===== config.mk =====
export PLATFORM = sky130hd
export DESIGN_NAME = lcd_scanline_timing
export DESIGN_NICKNAME = d
export VERILOG_FILES = /design/src/hdl/lst_pkg.sv /design/src/hdl/lcd_scanline_timing.sv /design/src/hdl/lst_step_logic.sv
export SDC_FILE = /design/constraint.sdc
export NUM_CORES = 1
export LEC_CHECK = 0
export ABC_AREA = 1
export ABC_CLOCK_PERIOD_IN_PS = 2500
export BUFFER_PORTS_ARGS = -buffer_cell sky130_fd_sc_hd__buf_4
export CAP_MARGIN = 20
export CORE_UTILIZATION = 30
export CTS_BUF_LIST = sky130_fd_sc_hd__clkbuf_8 sky130_fd_sc_hd__clkbuf_16
export CTS_CLUSTER_DIAMETER = 50
export CTS_CLUSTER_SIZE = 12
export DETAILED_ROUTE_END_ITERATION = 16
export PLACE_DENSITY_LB_ADDON = 0.1
export SLEW_MARGIN = 10
export SYNTH_ARGS = -nofsm -noshare
export SYNTH_HDL_FRONTEND = slang
export SYNTH_HIERARCHICAL = 1
export SYNTH_SLANG_ARGS = --single-unit

===== constraint.sdc =====
create_clock -name clk -period 2.5 [get_ports clk]
set_clock_uncertainty 0.2 [all_clocks]
set_input_delay 0.5 -clock clk [delete_from_list [all_inputs] [get_ports clk]]
set_output_delay 0.5 -clock clk [all_outputs]
set_load 0.01 [all_outputs]

===== src/hdl/lst_pkg.sv =====
// Shared types and constants for the LCD scan-line timing block.
package lst_pkg;

  localparam int CFG_INDEX_W = 3;
  localparam int CFG_DATA_W  = 8;

  localparam logic [CFG_INDEX_W-1:0] REG_LCD_ENABLE       = 3'd0;
  localparam logic [CFG_INDEX_W-1:0] REG_LINE_COMPARE     = 3'd1;
  localparam logic [CFG_INDEX_W-1:0] REG_HBLANK_IRQ_EN    = 3'd2;
  localparam logic [CFG_INDEX_W-1:0] REG_VBLANK_IRQ_EN    = 3'd3;
  localparam logic [CFG_INDEX_W-1:0] REG_OAM_IRQ_EN       = 3'd4;
  localparam logic [CFG_INDEX_W-1:0] REG_COINCIDENCE_IRQ_EN = 3'd5;

  typedef enum logic [1:0] {
    MODE_HBLANK   = 2'd0,
    MODE_VBLANK   = 2'd1,
    MODE_OAM      = 2'd2,
    MODE_TRANSFER = 2'd3
  } lcd_mode_t;

  typedef struct packed {
    logic       lcd_enable;
    logic [7:0] line_compare;
    logic       hblank_irq_enable;
    logic       vblank_irq_enable;
    logic       oam_irq_enable;
    logic       coincidence_irq_enable;
  } cfg_t;

  typedef struct packed {
    logic [8:0] cycles_left;
    logic [7:0] line;
    lcd_mode_t  mode;
    logic       coincidence;
    logic       vblank_request;
    logic       stat_request;
    logic       draw_strobe;
  } step_t;

endpackage


===== src/hdl/lcd_scanline_timing.sv =====
// The result word is registered and appears in the cycle after its input word is accepted.
// Throughput: one word per cycle; in_ready stays high while the output
//   register is empty or being drained in the same cycle.
// Reset (rst, synchronous): line timer LINE_CYCLES, line 0, mode hblank,
//   LCD enabled, compare 0, interrupt enables clear, output register empty.
module lcd_scanline_timing #(
  parameter int LINE_CYCLES   = 456,
  parameter int VISIBLE_LINES = 144,
  parameter int LAST_LINE     = 153,
  parameter int OAM_CYCLES    = 80,
  parameter int HBLANK_START  = 252
) (
  input  logic                              clk,
  input  logic                              rst,
  input  logic                              cfg_write,
  input  logic [lst_pkg::CFG_INDEX_W-1:0]   cfg_index,
  input  logic [lst_pkg::CFG_DATA_W-1:0]    cfg_data,
  input  logic                              in_valid,
  output logic                              in_ready,
  input  logic [5:0]                        elapsed_cycles,
  output logic                              out_valid,
  input  logic                              out_ready,
  output logic [7:0]                        line_number,
  output logic [1:0]                        lcd_mode,
  output logic                              coincidence,
  output logic                              vblank_request,
  output logic                              stat_request,
  output logic                              draw_strobe
);

  lst_pkg::cfg_t      cfg;
  logic [8:0]         cycles_left;
  logic [7:0]         current_line;
  lst_pkg::lcd_mode_t previous_mode;
  lst_pkg::step_t     step;
  logic               accept;

  assign in_ready = !out_valid || out_ready;
  assign accept   = in_valid && in_ready;

  lst_step_logic #(
    .LINE_CYCLES   (LINE_CYCLES),
    .VISIBLE_LINES (VISIBLE_LINES),
    .LAST_LINE     (LAST_LINE),
    .OAM_CYCLES    (OAM_CYCLES),
    .HBLANK_START  (HBLANK_START)
  ) u_step (
    .cycles_left    (cycles_left),
    .current_line   (current_line),
    .previous_mode  (previous_mode),
    .cfg            (cfg),
    .elapsed_cycles (elapsed_cycles),
    .step           (step)
  );

  always_ff @(posedge clk) begin
    if (rst) begin
      cfg.lcd_enable             <= 1'b1;
      cfg.line_compare           <= 8'd0;
      cfg.hblank_irq_enable      <= 1'b0;
      cfg.vblank_irq_enable      <= 1'b0;
      cfg.oam_irq_enable         <= 1'b0;
      cfg.coincidence_irq_enable <= 1'b0;
    end else if (cfg_write) begin
      case (cfg_index)
        lst_pkg::REG_LCD_ENABLE:         cfg.lcd_enable             <= cfg_data[0];
        lst_pkg::REG_LINE_COMPARE:       cfg.line_compare           <= cfg_data[7:0];
        lst_pkg::REG_HBLANK_IRQ_EN:      cfg.hblank_irq_enable      <= cfg_data[0];
        lst_pkg::REG_VBLANK_IRQ_EN:      cfg.vblank_irq_enable      <= cfg_data[0];
        lst_pkg::REG_OAM_IRQ_EN:         cfg.oam_irq_enable         <= cfg_data[0];
        lst_pkg::REG_COINCIDENCE_IRQ_EN: cfg.coincidence_irq_enable <= cfg_data[0];
        default: ;
      endcase
    end
  end

  always_ff @(posedge clk) begin
    if (rst) begin
      cycles_left   <= 9'(LINE_CYCLES);
      current_line  <= 8'd0;
      previous_mode <= lst_pkg::MODE_HBLANK;
      out_valid     <= 1'b0;
    end else begin
      if (accept) begin
        cycles_left   <= step.cycles_left;
        current_line  <= step.line;
        previous_mode <= step.mode;
        out_valid     <= 1'b1;
      end else if (out_ready) begin
        out_valid <= 1'b0;
      end
    end
  end

  // result word register
  always_ff @(posedge clk) begin
    if (accept) begin
      line_number    <= step.line;
      lcd_mode       <= step.mode;
      coincidence    <= step.coincidence;
      vblank_request <= step.vblank_request;
      stat_request   <= step.stat_request;
      draw_strobe    <= step.draw_strobe;
    end
  end

`ifndef NO_ASSERTIONS
  a_timer_nonzero: assert property (@(posedge clk) disable iff (rst)
    cycles_left != 9'd0)
    else $error("line timer reached zero");

  a_line_range: assert property (@(posedge clk) disable iff (rst)
    {1'b0, current_line} <= 9'(LAST_LINE))
    else $error("line counter beyond last line");

  a_vblank_draw_excl: assert property (@(posedge clk) disable iff (rst)
    out_valid |-> !(vblank_request && draw_strobe))
    else $error("vblank and draw in the same word");

  a_disabled_hold: assert property (@(posedge clk) disable iff (rst)
    (accept && !cfg.lcd_enable) |=> ($stable(cycles_left) && $stable(current_line)))
    else $error("timer moved while LCD disabled");

  a_mode_tracked: assert property (@(posedge clk) disable iff (rst)
    accept |=> previous_mode == lst_pkg::lcd_mode_t'(lcd_mode))
    else $error("previous mode does not match delivered mode");
`endif

endmodule


===== src/hdl/lst_step_logic.sv =====
// Combinational status, line timer and line counter update for one word.
module lst_step_logic #(
  parameter int LINE_CYCLES   = 456,
  parameter int VISIBLE_LINES = 144,
  parameter int LAST_LINE     = 153,
  parameter int OAM_CYCLES    = 80,
  parameter int HBLANK_START  = 252
) (
  input  logic [8:0]         cycles_left,
  input  logic [7:0]         current_line,
  input  lst_pkg::lcd_mode_t previous_mode,
  input  lst_pkg::cfg_t      cfg,
  input  logic [5:0]         elapsed_cycles,
  output lst_pkg::step_t     step
);

  localparam logic [8:0] LINE_CYC = 9'(LINE_CYCLES);
  localparam logic [8:0] VIS_LINE = 9'(VISIBLE_LINES);
  localparam logic [8:0] LAST_LN  = 9'(LAST_LINE);
  localparam logic [8:0] OAM_CYC  = 9'(OAM_CYCLES);
  localparam logic [8:0] HB_START = 9'(HBLANK_START);

  logic [8:0] offset;
  logic [8:0] line_inc;
  logic [8:0] remain;
  logic       run_out;
  logic       mode_irq_en;

  assign offset   = LINE_CYC - cycles_left;
  assign line_inc = {1'b0, current_line} + 9'd1;
  assign remain   = cycles_left - {3'b000, elapsed_cycles};
  assign run_out  = {3'b000, elapsed_cycles} >= cycles_left;

  always_comb begin
    step = '0;
    if ({1'b0, current_line} >= VIS_LINE) begin
      step.mode = lst_pkg::MODE_VBLANK;
    end else if (offset < OAM_CYC) begin
      step.mode = lst_pkg::MODE_OAM;
    end else if (offset < HB_START) begin
      step.mode = lst_pkg::MODE_TRANSFER;
    end else begin
      step.mode = lst_pkg::MODE_HBLANK;
    end

    case (step.mode)
      lst_pkg::MODE_HBLANK: mode_irq_en = cfg.hblank_irq_enable;
      lst_pkg::MODE_VBLANK: mode_irq_en = cfg.vblank_irq_enable;
      lst_pkg::MODE_OAM:    mode_irq_en = cfg.oam_irq_enable;
      default:              mode_irq_en = 1'b0;
    endcase

    step.coincidence  = current_line == cfg.line_compare;
    step.stat_request = ((step.mode != previous_mode) && mode_irq_en) ||
                        (step.coincidence && cfg.coincidence_irq_enable);

    step.cycles_left = cycles_left;
    step.line        = current_line;
    if (cfg.lcd_enable) begin
      if (run_out) begin
        step.cycles_left = LINE_CYC;
        step.line        = line_inc[7:0];
        if (line_inc == VIS_LINE) begin
          step.vblank_request = 1'b1;
        end else if (line_inc > LAST_LN) begin
          step.line = 8'd0;
        end else if (line_inc < VIS_LINE) begin
          step.draw_strobe = 1'b1;
        end
      end else begin
        step.cycles_left = remain;
      end
    end
  end

endmodule


Word level (Yosys, flattened, before mapping)
Cells that the tools add are included.

$add $sub $neg: 3. Multipliers: 0. Divide/modulo/power cells: 0. Magnitude comparators: 6. Equality and inequality tests: 10. Shift-type cells: 0. Multiplexer cells: 13. Bitwise operators: 2. Reductions and logical operators: 18.

Operator list (number): 2-to-1 mux 8 bit (4); < comparator 9 x 8 -> 1 bit (second input constant) (2); AND reduction 2 bit (8); adder 8 x 1 -> 9 bit (second input constant) (1); == test 9 x 8 -> 1 bit (second input constant) (1); greater-or-equal comparator 6 x 9 -> 1 bit (1); > comparator 9 x 8 -> 1 bit (second input constant) (1); < comparator 9 x 7 -> 1 bit (second input constant) (1); 2-to-1 mux 9 bit (1); subtractor 9 x 6 -> 9 bit (1); subtractor 9 bit (first input constant) (1); == test 8 bit (1); greater-or-equal comparator 8 bit (second input constant) (1); == test 3 x 2 -> 1 bit (second input constant) (2); == test 3 bit (second input constant) (2); 2-to-1 mux 2 bit (3); 2-to-1 mux 1 bit (4); OR reduction 4 bit (1); == test 3 x 1 -> 1 bit (second input constant) (1); logical AND 1 bit (3); zero test 3 bit (1); one-hot mux 1 bit (3 select lines) (1); == test 2 x 1 -> 1 bit (second input constant) (1); == test 2 bit (second input constant) (1); 6 further kinds (8).

Register bits after elaboration: 47. Latch bits: 0. Bits in writable memories: 0. Bits in read-only memories: 0. Bits of input ports: 22. Output and inout port bits: 16. Word-level logic and storage cells: 68. Memories: 0.

Depth between registers and ports, before layout
Depth in word-level cells: 9. Mapped depth: 16.

Cells and area by module
The synthesis kept the hierarchy.

Modules (own cells, without submodules): lcd_scanline_timing (times used 1, cells each 209, area an instance 1859.3 um2); lst_step_logic (times used 1, cells each 245, area an instance 1283.7 um2).

Worst setup path before layout
Ideal clock, no wire load.

Kind: in2reg. From: input elapsed_cycles[1]. To: register current_line[2]. Library setup time: 0.112 ns. Arrival time: 2.049 ns. Required time: 2.188 ns. Setup slack: 0.139 ns. Stages: 15. Cell sequence: inv_1 ha_1 clkinv_1 nor3_1 nand3_1 nand3_1 nand2_2 nand2_1 buf_2 nor2_1 nand2_1 nand2_1 nand3b_1 nand2_1 nor2_1.

RTL lines: start: declaration (RTL line lcd_scanline_timing.sv:20) `input logic [5:0] elapsed_cycles,`; end signal: assignment (RTL line lcd_scanline_timing.sv:86) `current_line <= step.line;`; end: declaration (RTL line lcd_scanline_timing.sv:33) `logic [7:0] current_line;`.

==> metrics.md <==
| Metric | Value |
|---|---|
| Mapped cell area | roughly 3100 sq um |
| First-pass GRT wire length | about 13,000 um |
| Clock root cell | clkbuf_8 |
| Sequential power share | approximately two fifths |
| Highest Signal Layer | met4 |
| Routed WL per cell | around 12 um |
| Sum Neg Setup Slack | 0 ns |
| Syn_nets | 486 |
| Cell row count | 36 |
| DIE WIDTH | 104 um |
| Flops & latches, synth | 47 |
| Antenna Nets Post-Route | 0 |
| Dpl ws | -0.0538 ns |
| Layout cell share with drive strength beyond 1 | around a quarter |
| CP startpoint kind | register |
| Fmax | approximately 0.44 GHz |
| Worst Path Arrival | 2.29 ns |
| Placed insts | around 640 |
| CTS tree | done |
| Post-layout min period | approximately 2.3 ns |
| Hold buffers post-CTS | 0 |
| Crit Path Class | register to register |
| Number of global-route vias before repair | between 2,000 and 3,000 |
| Hold Worst Slack | 0.156 ns |
| Sw frac | 31.4% |
| Final hold viol count | 0 |
| Slew @ Worst Pin | between 0.4 and 0.5 ns |
| WL met2 | about 3500 um |
| Total number of vias | approximately 3,000 |
| Clock Power Share | between 20% and 30% |
| Cell internal pwr | between 1000 and 1500 uW |
| Post-Synthesis Cells | 454 |
| Routed met3 length | approximately 220 um |
| Maximum vdd drop | 0.284 mV |
| Commonest non-fill, non-tap cell in the layout | nand2_1 |
| Later-pin clock latency in the skew report | ~0.30 ns |
| Largest net degree at the start of global routing | 33 |
| GPL Wtd Cong | approximately 0.83 |
| Post-synthesis sequential area ratio | between 30% and 40% |
| Gr usage total | between 10% and 20% |
| Final worst slack | about 0.21 ns |
| DRT Wirelength | roughly 7700 um |
| Status | complete, no violations |
| Routed length on met1 | between 3000 and 4000 um |
| Total net switching power | 672 uW |
| Tot Pwr | about 2100 uW |
| Initial antenna violation count | 0 |
| Longest Clk Path Bufs | 2 |
| Die Span Y | 104 um |
| Syn avg cell area | between 6 and 7 sq um |
| Crit Path Max Fanout | 8 |
| Hpwl dp | 5860 um |
| PortBufs | 37 |
| Maxcap violations | 0 |
| Setup violators final | 0 |
| CTS buffer count | 5 |
| Placeable core area | 9950 sq um |
| Initial DRT Pass Iterations | 4 |
| I/O pins | 38 |
| Non-filler cells, final | 653 |
| Initial Utilization | 31.6% |
| Hold crit path type | primary input to register |
| Worst EP required | between 2 and 3 ns |
| Slew Limit Fails | 0 |
| Layout area overhead | 24.5% |
| Via/cell ratio | ~4.5 |
| Commonest non-fill, non-tap cells in the layout | 120 x nand2_1, 72 x nor2_1, 70 x buf_4 |
| Worst-path clk slew | 0.09 ns |
| Final period utilization | approximately nine tenths |
| Ys Warns | 6 |
| Grt total ovfl | 0 |
| Post-synthesis cell type count | 40 |
| Clk sinks | 47 |
| Slew HR | ~69% |
| H-Tree Depth | 2 |
| Die area | around 11,000 sq um |
| RSZ-0062 raised after global routing | no |
| Iter 0 DRT Violations | 97 |
| Fin nets | 551 |
| Fill count | roughly 1,100 |
| Antenna cells | 0 |
| PwrDens | between 500 and 600 nW/um^2 |
| Static leakage | approximately 0.0019 uW |
| Worst Setup End Kind | register |
| Gate power share | ~31% |
| # DRC | 0 |
[final cells by class]
class                   instances  area (sq um)  area share, %
multi-input cells             335          1760           44.9
well taps                     133           166           4.25
repair buffers                 72           566           14.5
clock buffers                   7           119           3.04
clock inverters                 1          3.75         0.0959
inverters                      58           218           5.56
flip-flops and latches         47          1080           27.7
[sequential cells by signal (all words and copies together) (netlist names)]
name,count
draw_strobe,1
stat_request,1
cycles_left,9
line_number,8
coincidence,1
vblank_request,1
out_valid,1
current_line,8
previous_mode,2
cfg,13
lcd_mode,2
[worst max-delay path, cell delays in order, from the launching register on]
cell      delay (ns)
dfxtp_2         0.40
ha_1            0.19
nand3_1         0.13
nor2_2          0.11
inv_2           0.06
o21ai_2         0.19
nand2_2         0.11
nor2_4          0.16
nand3_2         0.08
nand2_2         0.08
nand2_4         0.08
nand2_1         0.07
nand2_1         0.06
nand3b_1        0.16
nand2_1         0.08
nor2_1          0.04
[power by group through the flow]
stage | Combinational [uW] | Clock (uW) | Sequential, uW
after global placement | 647 | 0 | 916
final | 659 | 583 | 898
after floorplan | 408 | 0 | 925
after detailed placement | 649 | 0 | 914
after CTS | 652 | 613 | 899
after global routing | 745 | 630 | 908
[stage by stage]
step	area, sq um	util, %
2_1_floorplan	3140	-
3_3_place_gp	3750	37.7
3_5_place_dp	3750	37.7
4_1_cts	3880	38.9
5_1_grt	3910	39.3
6_report	3910	39.3
[Yosys cell counts]
library cell / instances / share of area (%)
a21o_1: 1 / 0.24
a21oi_1: 10 / 1.6
a21oi_2: 1 / 0.28
and3_1: 1 / 0.20
and3b_1: 2 / 0.56
buf_2: 7 / 1.1
buf_4: 2 / 0.48
buf_6: 5 / 1.8
clkinv_1: 2 / 0.24
dfxtp_1: 33 / 21
edfxtp_1: 14 / 13
fa_1: 1 / 0.64
ha_1: 9 / 3.6
inv_1: 40 / 4.8
inv_2: 16 / 1.9
nand2_1: 120 / 14
nand2_2: 5 / 1.0
nand2_4: 4 / 1.4
nand3_1: 35 / 5.6
nand3_2: 1 / 0.32
nand3b_1: 15 / 3.6
nand4_1: 7 / 1.4
nand4_2: 1 / 0.40
nor2_1: 72 / 8.6
nor2_2: 7 / 1.4
nor2_4: 4 / 1.4
nor3_1: 7 / 1.1
nor3_4: 1 / 0.52
o211ai_1: 1 / 0.24
o21ai_0: 6 / 0.96
o21ai_1: 5 / 0.80
o21ai_2: 1 / 0.28
o31ai_1: 3 / 0.72
o31ai_2: 1 / 0.40
o32ai_1: 1 / 0.28
or2_1: 1 / 0.20
or2_2: 4 / 0.80
xnor2_1: 4 / 1.1
xor2_1: 3 / 0.84
xor2_2: 1 / 0.52
[routing by layer]
| layer | track usage (%) | vias up |
|---|---|---|
| li1 | - | 1564 |
| met1 | 20.3 | 1352 |
| met2 | 24.7 | 43 |
| met3 | 2.26 | 4 |
| met4 | 3.37 | 0 |
| met5 | 0 | - |
[cell families after synthesis]
logic type                 Yosys count  synth area share (%)
buffers and inverters               72                  10.3
adders and majority gates           10                  4.22
and+or+nand+nor                    287                  42.8
AOI/OAI and AO/OA                   30                  5.77
xor gates and xnor gates             8                  2.47
DFF                                 47                  34.4
[what timing repair did]
| action | CTS | global route |
|---|---|---|
| setup endpoints to repair | 0 | 11 |
| resized for setup | 0 | 9 |
| buffers inserted | 0 | 2 |
[path summary, 6_finish.rpt]
path | start | end | slack [ns] | depth (start not counted)
max | current_line[1]$_SDFFE_PP0P_ | current_line[4]$_SDFFE_PP0P_ | 0.21 | 15
min | rst | out_valid$_SDFFE_PP0P_ | 0.16 | 2
max reg2reg | current_line[1]$_SDFFE_PP0P_ | current_line[4]$_SDFFE_PP0P_ | 0.21 | 15
min reg2reg | cfg[1]$_SDFFE_PP0P_ | cfg[1]$_SDFFE_PP0P_ | 0.30 | 2
Power figures use the tool's default switching activity.
